===== src/rtl/mbg_pkg.sv =====
`timescale 1ns / 1ps
package mbg_pkg;

    localparam int MAX_SIDE   = 32;
    localparam int CELL_COUNT = 1024;
    localparam int COORD_W    = 5;
    localparam int SIDE_W     = 6;
    localparam int IDX_W      = 10;
    localparam int DEPTH_W    = 11;
    localparam int SEED_W     = 16;

    localparam logic [SEED_W-1:0] LFSR_TAP = 16'hB400;

    localparam logic CFG_GRID_WIDTH  = 1'b0;
    localparam logic CFG_GRID_HEIGHT = 1'b1;

    localparam logic CMD_START = 1'b0;
    localparam logic CMD_READ  = 1'b1;

    localparam logic [1:0] DIR_N = 2'd0;
    localparam logic [1:0] DIR_E = 2'd1;
    localparam logic [1:0] DIR_S = 2'd2;
    localparam logic [1:0] DIR_W = 2'd3;

    typedef enum logic [1:0] {
        KIND_START = 2'd0,
        KIND_READ  = 2'd1,
        KIND_BAD   = 2'd2
    } t_kind;

    typedef struct packed {
        logic load;      // latch the input word
        logic sweep;     // wall init / visited clear write
        logic seed;      // push start cell and seed lfsr
        logic lfsr_step;
        logic probe;     // read visited bit of candidate
        logic k_inc;
        logic carve;
        logic pop;
        logic pop_load;
        logic rd_issue;
        logic out_load;
    } t_cmd;

    typedef struct packed {
        t_kind kind;
        logic  sweep_last;
        logic  cand_ok;
        logic  nb_visited;
        logic  k_last;
        logic  depth_one;
        logic  out_free;
    } t_sts;

    // out of range sizes are clamped
    function automatic logic [SIDE_W-1:0] eff_side(input logic [SIDE_W-1:0] v);
        logic [SIDE_W-1:0] r;
        r = v;
        if (v == '0) r = SIDE_W'(1);
        else if (v > SIDE_W'(MAX_SIDE)) r = SIDE_W'(MAX_SIDE);
        return r;
    endfunction

    // probe order r, r+1, r+3, r+2
    function automatic logic [1:0] probe_ofs(input logic [1:0] k);
        logic [1:0] r;
        case (k)
            2'd0:    r = 2'd0;
            2'd1:    r = 2'd1;
            2'd2:    r = 2'd3;
            default: r = 2'd2;
        endcase
        return r;
    endfunction

endpackage


===== src/rtl/mbg_ctrl.sv =====
`timescale 1ns / 1ps
module mbg_ctrl (
    input  logic          i_clk,
    input  logic          i_rst_n,
    input  logic          i_in_valid,
    output logic          o_in_ready,
    input  mbg_pkg::t_sts i_sts,
    output mbg_pkg::t_cmd o_cmd
);
    typedef enum logic [9:0] {
        S_IDLE  = 10'b0000000001,
        S_DISP  = 10'b0000000010,
        S_CLEAR = 10'b0000000100,
        S_SEED  = 10'b0000001000,
        S_STEP  = 10'b0000010000,
        S_PROBE = 10'b0000100000,
        S_PWAIT = 10'b0001000000,
        S_POP   = 10'b0010000000,
        S_POPW  = 10'b0100000000,
        S_FIN   = 10'b1000000000
    } t_state;

    t_state r_state, n_state;

    always_ff @(posedge i_clk) begin
        if (!i_rst_n) begin
            r_state <= S_IDLE;
        end else begin
            r_state <= n_state;
        end
    end

    always_comb begin
        n_state    = r_state;
        o_cmd      = '0;
        o_in_ready = 1'b0;
        case (r_state)
            S_IDLE: begin
                o_in_ready = 1'b1;
                if (i_in_valid) begin
                    o_cmd.load = 1'b1;
                    n_state    = S_DISP;
                end
            end
            S_DISP: begin
                case (i_sts.kind)
                    mbg_pkg::KIND_START: n_state = S_CLEAR;
                    mbg_pkg::KIND_READ: begin
                        o_cmd.rd_issue = 1'b1;
                        n_state        = S_FIN;
                    end
                    default: n_state = S_FIN;
                endcase
            end
            S_CLEAR: begin
                o_cmd.sweep = 1'b1;
                if (i_sts.sweep_last) n_state = S_SEED;
            end
            S_SEED: begin
                o_cmd.seed = 1'b1;
                n_state    = S_STEP;
            end
            S_STEP: begin
                o_cmd.lfsr_step = 1'b1;
                n_state         = S_PROBE;
            end
            S_PROBE: begin
                if (i_sts.cand_ok) begin
                    o_cmd.probe = 1'b1;
                    n_state     = S_PWAIT;
                end else if (i_sts.k_last) begin
                    n_state = S_POP;
                end else begin
                    o_cmd.k_inc = 1'b1;
                end
            end
            S_PWAIT: begin
                if (!i_sts.nb_visited) begin
                    o_cmd.carve = 1'b1;
                    n_state     = S_STEP;
                end else if (i_sts.k_last) begin
                    n_state = S_POP;
                end else begin
                    o_cmd.k_inc = 1'b1;
                    n_state     = S_PROBE;
                end
            end
            S_POP: begin
                o_cmd.pop = 1'b1;
                n_state   = i_sts.depth_one ? S_FIN : S_POPW;
            end
            S_POPW: begin
                o_cmd.pop_load = 1'b1;
                n_state        = S_STEP;
            end
            S_FIN: begin
                if (i_sts.out_free) begin
                    o_cmd.out_load = 1'b1;
                    n_state        = S_IDLE;
                end
            end
            default: n_state = S_IDLE;
        endcase
    end
endmodule


===== config.mk =====
export PLATFORM = sky130hd
export DESIGN_NAME = mbg_ctrl
export DESIGN_NICKNAME = d
export VERILOG_FILES = /design/src/rtl/mbg_pkg.sv /design/src/rtl/mbg_ctrl.sv
export SDC_FILE = /design/constraint.sdc
export NUM_CORES = 1
export LEC_CHECK = 0
export BUFFER_PORTS_ARGS = -buffer_cell sky130_fd_sc_hd__buf_2
export CAP_MARGIN = 0
export CORE_ASPECT_RATIO = 0.9
export CORE_UTILIZATION = 49
export CTS_CLUSTER_DIAMETER = 120
export DETAILED_ROUTE_END_ITERATION = 6
export PLACE_DENSITY = 0.85
export RECOVER_POWER = 100
export SETUP_SLACK_MARGIN = 0.4
export SLEW_MARGIN = 0
export SYNTH_ARGS = -nofsm -noshare
export SYNTH_HDL_FRONTEND = slang
export SYNTH_SLANG_ARGS = --single-unit
export TNS_END_PERCENT = 100

===== constraint.sdc =====
create_clock -name i_clk -period 2.7 [get_ports i_clk]
set_clock_uncertainty 0.1 [all_clocks]
set_input_delay 0.54 -clock i_clk [delete_from_list [all_inputs] [get_ports i_clk]]
set_output_delay 0.54 -clock i_clk [all_outputs]
set_load 0.03 [all_outputs]

## Word level (Yosys, flattened, before mapping)

Index checks and enable logic that the tools add are counted.
Widths: inputs -> output; s select.

| storage, ports and cells | value |
|---|---|
| register bits | 10 |
| input port bits | 11 |
| logic and storage cells | 49 |

| operators by class | value |
|---|---|
| eq/ne operators | 15 |
| multiplexer cells | 30 |
| reductions and logical operators | 3 |

Operators by type and width:

| operator | count |
|---|---|
| $pmux 10 s9 | 1 |
| $mux 10 | 8 |
| $mux 1 | 19 |
| $eq 10x1->1 const B | 1 |
| $eq 10x10->1 const B | 1 |
| $eq 10x2->1 const B | 1 |
| $eq 10x3->1 const B | 1 |
| $eq 10x4->1 const B | 1 |
| $eq 10x5->1 const B | 1 |
| $eq 10x6->1 const B | 1 |
| $eq 10x7->1 const B | 1 |
| $eq 10x8->1 const B | 1 |
| $eq 10x9->1 const B | 1 |
| $mux 8 | 1 |
| $ne 2x2->1 const B | 3 |
| $reduce_and 4->1 | 1 |
| $ne 3x3->1 const B | 1 |
| $eq 2x1->1 const B | 1 |
| $logic_not 2->1 | 1 |
| $pmux 1 s2 | 1 |
| $reduce_or 2->1 | 1 |

## Longest topological paths before layout

Gate-level depths: netlist of the first run.

| depth | value |
|---|---|
| depth in word-level cells | 3 |
| depth in mapped cells | 6 |

## Least setup slack after synthesis of the first run

OpenSTA, ideal clock, no wires.

| timing path | value |
|---|---|
| kind | register -> output |
| start | register r_state[9] |
| end | output o_cmd[5] (netlist name) |
| data arrival time | 2.043 ns |
| required time | 2.060 ns |
| path slack | 0.017 ns |
| cell stages (with the launch flop) | 5 |
| cells stage by stage | dfxtp_1 -> clkbuf_1 -> or4_1 -> or2_1 -> a211oi_1 |

RTL lines:

| what | RTL line | source |
|---|---|---|
| from (decl) | mbg_ctrl.sv:23 | `t_state r_state, n_state;` |
| from (signal assigned) | mbg_ctrl.sv:29 | `r_state <= n_state;` |
| to (decl) | mbg_ctrl.sv:8 | `output mbg_pkg::t_cmd o_cmd` |

==> flow_metrics.env, run 1 <==
export IMPL_tightest_slew_ns=0.579
export IMPL_regToRegEndpoint="r_state[7]$_SDFFE_PN0P_"
export IMPL_synth_seq_cells=10
export IMPL_fin_area_sq_mm=0.00130
export IMPL_yosysUniqueCellTypes=39
export IMPL_synth_area_top_cells="dfxtp_1 (27%), nand2b_1 (8.3%), nor2_1 (7.5%), a2111oi_0 (3.5%), nor4_2 (3.3%)"
export IMPL_ant_nets=0
export IMPL_min_delay_start="i_sts[1]"
export IMPL_coreArea_sq_mm=0.00145
export IMPL_switching_share=0.416
export IMPL_synth_area_per_cell_sq_um=8.11
export IMPL_routedWlPerCell_microns=24.0
export IMPL_synth_area_sq_um=754
export IMPL_io_pins=23
export IMPL_antenna_found_initial=0
export IMPL_hold_class="input pin to flip-flop"
export IMPL_worstReg2RegStart="r_state[6]$_SDFFE_PN0P_"
export IMPL_slew_headroom=0.604
export IMPL_fmax_ghz=0.370
export IMPL_cp_arrival_ns=2.06
export IMPL_vias=1085
export IMPL_worstSetupPathType="flip-flop to output port"
export IMPL_fp_dieW_microns=43.4
export IMPL_worstPathMaxFanout=4
export IMPL_cts_tree="done"
export IMPL_status="finished, violations left"
export IMPL_pwr_share_comb=0.548
export IMPL_cts_buffers=3
export IMPL_synth_enable_flop_cells=0
export IMPL_r2r_cells=7
export IMPL_regArea_sq_um=224
export IMPL_largestRegisters="r_state: 10 flops"
export IMPL_placed_area_sq_um=928
export IMPL_pwr_share_clk=0.199
export IMPL_clock_latency_ns=0.28
export IMPL_worst_slack_ns=-0.00258
export IMPL_num_rows=13
export IMPL_leakage_nw=0.528
export IMPL_ys_flop_type="dfxtp_1"
export IMPL_power_switching_mw=0.308
export IMPL_r2r_slack_ns=0.44
export IMPL_maxCapViolCount=0
export IMPL_h_tree_depth=1
export IMPL_hpwl_microns=1500
export IMPL_netlist_instances=93
export IMPL_setup_viol=1
export IMPL_min_to="r_state[8]$_SDFFE_PN0P_"
export IMPL_root_buffer="clkbuf_4"
export IMPL_top_register="r_state"
export IMPL_cts_clk_slew_worst_paths_ns=0.08
export IMPL_drc_errors=0
export IMPL_grt_usage=0.388
export IMPL_gp_congestion=0.990
export IMPL_nNetsFinal=150
export IMPL_overflow=0
export IMPL_period_share=1.00
export IMPL_initial_core_util=0.521
export IMPL_async_reset_ff_frac=0
export IMPL_timing_hold_ws_ns=0.340
export IMPL_dieArea_sq_mm=0.00170
export IMPL_post_place_ws_ns=0.279
export IMPL_port_buffers=22
export IMPL_ctsHoldBuffers=0
export IMPL_n_antenna_cell=0
export IMPL_start_kind="flip-flop"
export IMPL_clockBufferDepth=2
export IMPL_vdd_drop_max_mv=0.393
export IMPL_clock_sinks=10
export IMPL_post_route_util=0.900
export IMPL_yosysTopAreaCell="dfxtp_1"
export IMPL_multi_input_comb_area_sq_um=658
export IMPL_grt_first_pass_wirelength_microns=4510
export IMPL_power_density_mw_per_mm2=568
export IMPL_violations="setup timing"
export IMPL_die_height_microns=39.2
export IMPL_drtIter0Drc=117
export IMPL_yosysTopAreaCellShare=0.265
export IMPL_grt_max_degree=11
export IMPL_via_per_inst=7.09
export IMPL_period_needed_ns=2.70
export IMPL_drive_above_1_share=0.616
export IMPL_pwr_share_seq=0.253
export IMPL_p_int_mw=0.432
export IMPL_rsz0062_at_grt="yes"
export IMPL_cp_end_kind="output port"
export IMPL_fillCellCount=54
export IMPL_crit_required_ns=2.06
export IMPL_drv_slew=0
export IMPL_finalHoldViolations=0
export IMPL_drt_total_wl_microns=3680
export IMPL_synth_warnings=0
export IMPL_syn_num_nets=104
export IMPL_seq_area_frac_synth=0.265
export IMPL_syn_to_final_growth_pct=72.6
export IMPL_largest_reg_flops=10
export IMPL_grt_pass1_vias=921
export IMPL_drt_pass1_iterations=5
export IMPL_whs_path_depth=2
==> critical path: stages (launching register included) <==
cell     delay [ns]
dfxtp_1        0.35
or4_4          0.61
nor4_4         0.25
nand3_2        0.19
nor3b_4        0.23
buf_6          0.16
==> what timing repair did <==
action	CTS	global route
buffers inserted	14	7
pin swaps	6	10
setup endpoints to repair	12	12
resized for setup	32	23
==> layer usage <==
metal / vias up / wire length [microns] / GRT usage
met1: 485 / 1370 / 0.475
met5: - / 0 / 0
met2: 125 / 1570 / 0.598
met4: 0 / 188 / 0.219
met3: 36 / 554 / 0.126
li1: 439 / - / -
==> cells in the final DEF, fill, tap and decap left out, drive strengths merged, types with 4 or more instances in the layout <==
master | Yosys | layout
nor3 | 4 | 4
dfxtp | 10 | 10
nor4 | 5 | 5
buf | 1 | 46
nand2b | 10 | 10
clkbuf | 4 | 4
nor2 | 15 | 15
==> Yosys cell counts, types with 2 or more instances <==
cell type  count
nor4_2         2
nand2b_1      10
clkbuf_1       4
a2111oi_0      3
a21oi_1        3
dfxtp_1       10
or4_1          2
a211oi_1       2
nand2_1        2
nor3_1         4
nor2_1        15
o21ai_0        2
nand3_1        2
nand3b_1       3
nor3b_1        2
nor4_1         2
inv_1          3
==> stage by stage <==
stage          std cells  power [mW]  TNS [ns]
2_1_floorplan         93       0.365         0
3_3_place_gp         128       0.411         0
3_5_place_dp         128       0.415         0
4_1_cts              146       0.629         0
5_1_grt              153       0.758   -0.0621
6_report             153       0.739  -0.00258
==> area by class of cell <==
cell class / count / share of cell area
multi-input cells: 75 / 0.505
repair buffers: 46 / 0.272
flip-flops and latches: 10 / 0.172
clock buffers: 4 / 0.0279
well taps: 15 / 0.0144
inverters: 3 / 0.00865
==> how the worst max path moves through the flow <==
stage	startpoint	end	slack, ns	cells after the start
5_1_grt	r_state[2]$_SDFFE_PN0P_	o_cmd[3]	-0.04	4
2_1_floorplan	r_state[9]$_SDFFE_PN0P_	o_cmd[5]	0.31	4
4_1_cts	r_state[3]$_SDFFE_PN0P_	o_cmd[3]	0.06	4
6_report	r_state[5]$_SDFFE_PN0P_	o_cmd[1]	-0.003	5
3_3_place_gp	r_state[3]$_SDFFE_PN0P_	o_cmd[3]	0.32	4
3_5_place_dp	r_state[3]$_SDFFE_PN0P_	o_cmd[3]	0.28	4
==> power groups by stage <==
stage	Sequential (mW)	Combinational (mW)	Clock, mW
2_1_floorplan	0.169	0.196	0
3_3_place_gp	0.188	0.223	0
3_5_place_dp	0.188	0.227	0
4_1_cts	0.181	0.307	0.141
5_1_grt	0.187	0.416	0.154
6_report	0.187	0.405	0.147
==> cells by family after synthesis <==
| kind of cell | share of synthesized area |
|---|---|
| xor gates and xnor gates | 0.0116 |
| and+or+nand+nor | 0.478 |
| buffers and inverters | 0.0497 |
| AOI/OAI and AO/OA | 0.196 |
| DFF | 0.265 |
Note: power is estimated with default switching activity, not from simulation.
==> inputs of run 2 (changes only) <==
--- a/config.mk
+++ b/config.mk
@@ -7,7 +7,6 @@
 export LEC_CHECK = 0
 export BUFFER_PORTS_ARGS = -buffer_cell sky130_fd_sc_hd__buf_2
 export CAP_MARGIN = 0
-export CORE_ASPECT_RATIO = 0.9
 export CORE_UTILIZATION = 49
 export CTS_CLUSTER_DIAMETER = 120
 export DETAILED_ROUTE_END_ITERATION = 6
==> flow_metrics.env, run 2 <==
export IMPL_status="stopped before the end"
export IMPL_lastStage="5_1_grt"
export IMPL_firstError="[ERROR DPL-0038] Utilization greater than 100%, impossible to legalize"
export IMPL_placed_area_sq_um=928
export IMPL_synth_area_sq_um=754
export IMPL_syn_num_nets=104
export IMPL_num_rows=13
export IMPL_hpwl_microns=1470
export IMPL_worstEndpointType="output port"
export IMPL_port_buffers=22
export IMPL_clockBufferDepth=2
export IMPL_yosysTopAreaCellShare=0.265
export IMPL_die_height_microns=41.2
export IMPL_ctsHoldBuffers=0
export IMPL_synth_area_top_cells="dfxtp_1 (27%), nand2b_1 (8.3%), nor2_1 (7.5%), a2111oi_0 (3.5%), nor4_2 (3.3%)"
export IMPL_gp_congestion=0.872
export IMPL_clock_sinks=10
export IMPL_seq_area_frac_synth=0.265
export IMPL_initial_core_util=0.552
export IMPL_fp_dieW_microns=41.2
export IMPL_grt_max_degree=11
export IMPL_synth_seq_cells=10
export IMPL_synth_warnings=0
export IMPL_yosysUniqueCellTypes=39
export IMPL_yosysTopAreaCell="dfxtp_1"
export IMPL_yosys_top_cells_count="nor2_1 (15), dfxtp_1 (10), nand2b_1 (10)"
export IMPL_io_pins=23
export IMPL_h_tree_depth=1
export IMPL_synth_enable_flop_cells=0
export IMPL_root_buffer="clkbuf_4"
export IMPL_ys_flop_type="dfxtp_1"
export IMPL_cts_buffers=3
export IMPL_netlist_instances=93
export IMPL_synth_area_per_cell_sq_um=8.11
export IMPL_crit_endpoint="o_cmd[3]"
export IMPL_synthMostInstantiatedCell="nor2_1"
export IMPL_async_reset_ff_frac=0
run 2: cell counts after synthesis:
No cell type changed its count.
run 2: stage by stage:
step | worst slack, ns | util | instances
after floorplan | 0.308 | - | 93
after global placement | 0.258 | 0.679 | 128
after detailed placement | 0.273 | 0.679 | 128
after CTS | 0.105 | 0.918 | 156
run 2: logic make-up after synthesis:
logic type,share of synthesized area
AOI/OAI and AO/OA,0.196
xor gates and xnor gates,0.0116
buffers and inverters,0.0497
DFF,0.265
and+or+nand+nor,0.478
run 2: what timing repair did:
| action | 4_1_cts |
|---|---|
| setup endpoints to repair | 12 |
| setup buffers | 25 |
| pin swaps | 7 |
| endpoints found under the hold margin | 0 |
| gates resized for setup | 38 |
==> inputs of run 3 (changes only) <==
--- a/config.mk
+++ b/config.mk
@@ -7,12 +7,11 @@
 export LEC_CHECK = 0
 export BUFFER_PORTS_ARGS = -buffer_cell sky130_fd_sc_hd__buf_2
 export CAP_MARGIN = 0
-export CORE_UTILIZATION = 49
-export CTS_CLUSTER_DIAMETER = 120
+export CORE_AREA = 2 2 63 65
 export DETAILED_ROUTE_END_ITERATION = 6
-export PLACE_DENSITY = 0.85
+export DIE_AREA = 0 0 65 67
+export PLACE_DENSITY_LB_ADDON = 0.15
 export RECOVER_POWER = 100
-export SETUP_SLACK_MARGIN = 0.4
 export SLEW_MARGIN = 0
 export SYNTH_ARGS = -nofsm -noshare
 export SYNTH_HDL_FRONTEND = slang
==> flow_metrics.env, run 3 (synthesized netlist as in run 1, its figures left out) <==
export IMPL_port_buffers=22
export IMPL_gp_congestion=0.745
export IMPL_start_kind="flip-flop"
export IMPL_worst_slack_ns=0.0477
export IMPL_period_share=0.982
export IMPL_drc_errors=0
export IMPL_power_switching_mw=0.219
export IMPL_antenna_found_initial=0
export IMPL_tightest_slew_ns=0.525
export IMPL_path_cells="or4_4 > or3_4 > nor4_4 > buf_4"
export IMPL_cts_clk_slew_worst_paths_ns=0.05
export IMPL_coreArea_sq_mm=0.00361
export IMPL_largest_reg_flops=10
export IMPL_routedWlPerCell_microns=12.7
export IMPL_power_mw=0.612
export IMPL_drt_pass1_iterations=4
export IMPL_grt_max_degree=11
export IMPL_status="finished, final reports clean"
export IMPL_worstSetupPathType="flip-flop to output port"
export IMPL_cp_slowest_stage_delay_ns=0.52
export IMPL_maxCapViolCount=0
export IMPL_fin_area_sq_mm=0.00105
export IMPL_final_cell_mix="buf_2 (19), nor2_1 (15), nand2b_1 (10), buf_4 (10), dfxtp_1 (9)"
export IMPL_top_register="r_state"
export IMPL_tns_ns=0
export IMPL_clock_latency_ns=0.23
export IMPL_fmax_ghz=0.377
export IMPL_cts_buffers=3
export IMPL_slew_headroom=0.647
export IMPL_power_density_mw_per_mm2=583
export IMPL_io_pins=23
export IMPL_nNetsFinal=133
export IMPL_drv_slew=0
export IMPL_crit_family="simple AND/OR/NAND/NOR gates"
export IMPL_via_per_inst=4.83
export IMPL_grt_pass1_vias=760
export IMPL_initial_core_util=0.209
export IMPL_rsz0062_at_grt="yes"
export IMPL_drt_total_wl_microns=2140
export IMPL_syn_to_final_growth_pct=39.3
export IMPL_finalHoldViolations=0
export IMPL_crit_required_ns=2.06
export IMPL_switching_share=0.357
export IMPL_largestRegisters="r_state: 10 flops"
export IMPL_overflow=0
export IMPL_die_height_microns=67
export IMPL_pwr_share_clk=0.306
export IMPL_vdd_drop_max_mv=0.118
export IMPL_clock_sinks=10
export IMPL_timing_hold_ws_ns=0.392
export IMPL_drtIter0Drc=48
export IMPL_regArea_sq_um=201
export IMPL_placed_area_sq_um=951
export IMPL_leakage_nw=0.411
export IMPL_p_int_mw=0.394
export IMPL_setup_viol=0
export IMPL_slowest_stage="or4_4"
export IMPL_grt_usage=0.105
export IMPL_num_rows=22
export IMPL_hold_class="input pin to flip-flop"
export IMPL_post_place_ws_ns=0.237
export IMPL_dieArea_sq_mm=0.00436
export IMPL_h_tree_depth=1
export IMPL_ant_nets=0
export IMPL_cp_num_buf_inv=1
export IMPL_pwr_share_seq=0.271
export IMPL_cts_tree="done"
export IMPL_vias=817
export IMPL_n_antenna_cell=0
export IMPL_postCtsSetupBuffers=0
export IMPL_cp_end_kind="output port"
export IMPL_grt_first_pass_wirelength_microns=3440
export IMPL_worstPathMaxFanout=8
export IMPL_mostFrequentLayoutCell="buf_2"
export IMPL_fillCellCount=399
export IMPL_hpwl_microns=1690
export IMPL_multi_input_comb_area_sq_um=553
export IMPL_root_buffer="clkbuf_8"
export IMPL_clockBufferDepth=2
export IMPL_cp_arrival_ns=2.01
export IMPL_period_needed_ns=2.65
export IMPL_drive_above_1_share=0.388
export IMPL_pwr_share_comb=0.423
export IMPL_fp_dieW_microns=65
-- run 3: through the flow --
stage	cells	utilization
final	169	0.291
after global routing	169	0.291
after CTS	169	0.280
after detailed placement	165	0.264
after global placement	165	0.264
after floorplan	93	-
-- run 3: worst register-to-register path: cells and delay by family, from the launching register on --
kind,cells,cell delay [ns]
simple gates,3,1.07
flops,1,0.34
compound gates,2,0.26
buf+inv,1,0.19
-- run 3: path summary, 6_finish.rpt --
check                           slack (ns)                      end                    start  depth (start not counted)
worst min register to register        0.56  r_state[1]$_SDFFE_PN0P_  r_state[3]$_SDFFE_PN0P_                          3
worst max register to register        0.62  r_state[7]$_SDFFE_PN0P_  r_state[5]$_SDFFE_PN0P_                          6
worst min-delay path                  0.39  r_state[8]$_SDFFE_PN0P_                 i_sts[1]                          2
worst max-delay path                  0.05                 o_cmd[3]  r_state[8]$_SDFFE_PN0P_                          4
-- run 3: metal layers --
layer / vias up / GRT usage / part of all wire
met4: 0 / 0.0638 / 0.015
met1: 391 / 0.123 / 0.44
met5: - / 0 / 0
met2: 20 / 0.178 / 0.52
li1: 404 / - / -
met3: 2 / 0.0169 / 0.030
-- run 3: power groups by stage --
stage / combinational [mW] / clock (mW) / sequential [mW]
2_1_floorplan: 0.178 / 0 / 0.169
3_3_place_gp: 0.251 / 0 / 0.169
3_5_place_dp: 0.249 / 0 / 0.168
4_1_cts: 0.250 / 0.191 / 0.165
5_1_grt: 0.287 / 0.203 / 0.166
6_report: 0.259 / 0.187 / 0.166
-- run 3: timing repair --
action | 4_1_cts | 5_1_grt
endpoints found under the setup margin | 1 | 7
hold buffers | 0 | 0
gates resized for setup | 1 | 10
-- run 3: cell type report --
cell class / instances / share of cell area
Sequential cell: 10 / 0.192
Clock buffer: 4 / 0.0524
Inverter: 3 / 0.0107
Timing Repair Buffer: 29 / 0.162
Multi-Input combinational cell: 75 / 0.526
Tap cell: 48 / 0.0571
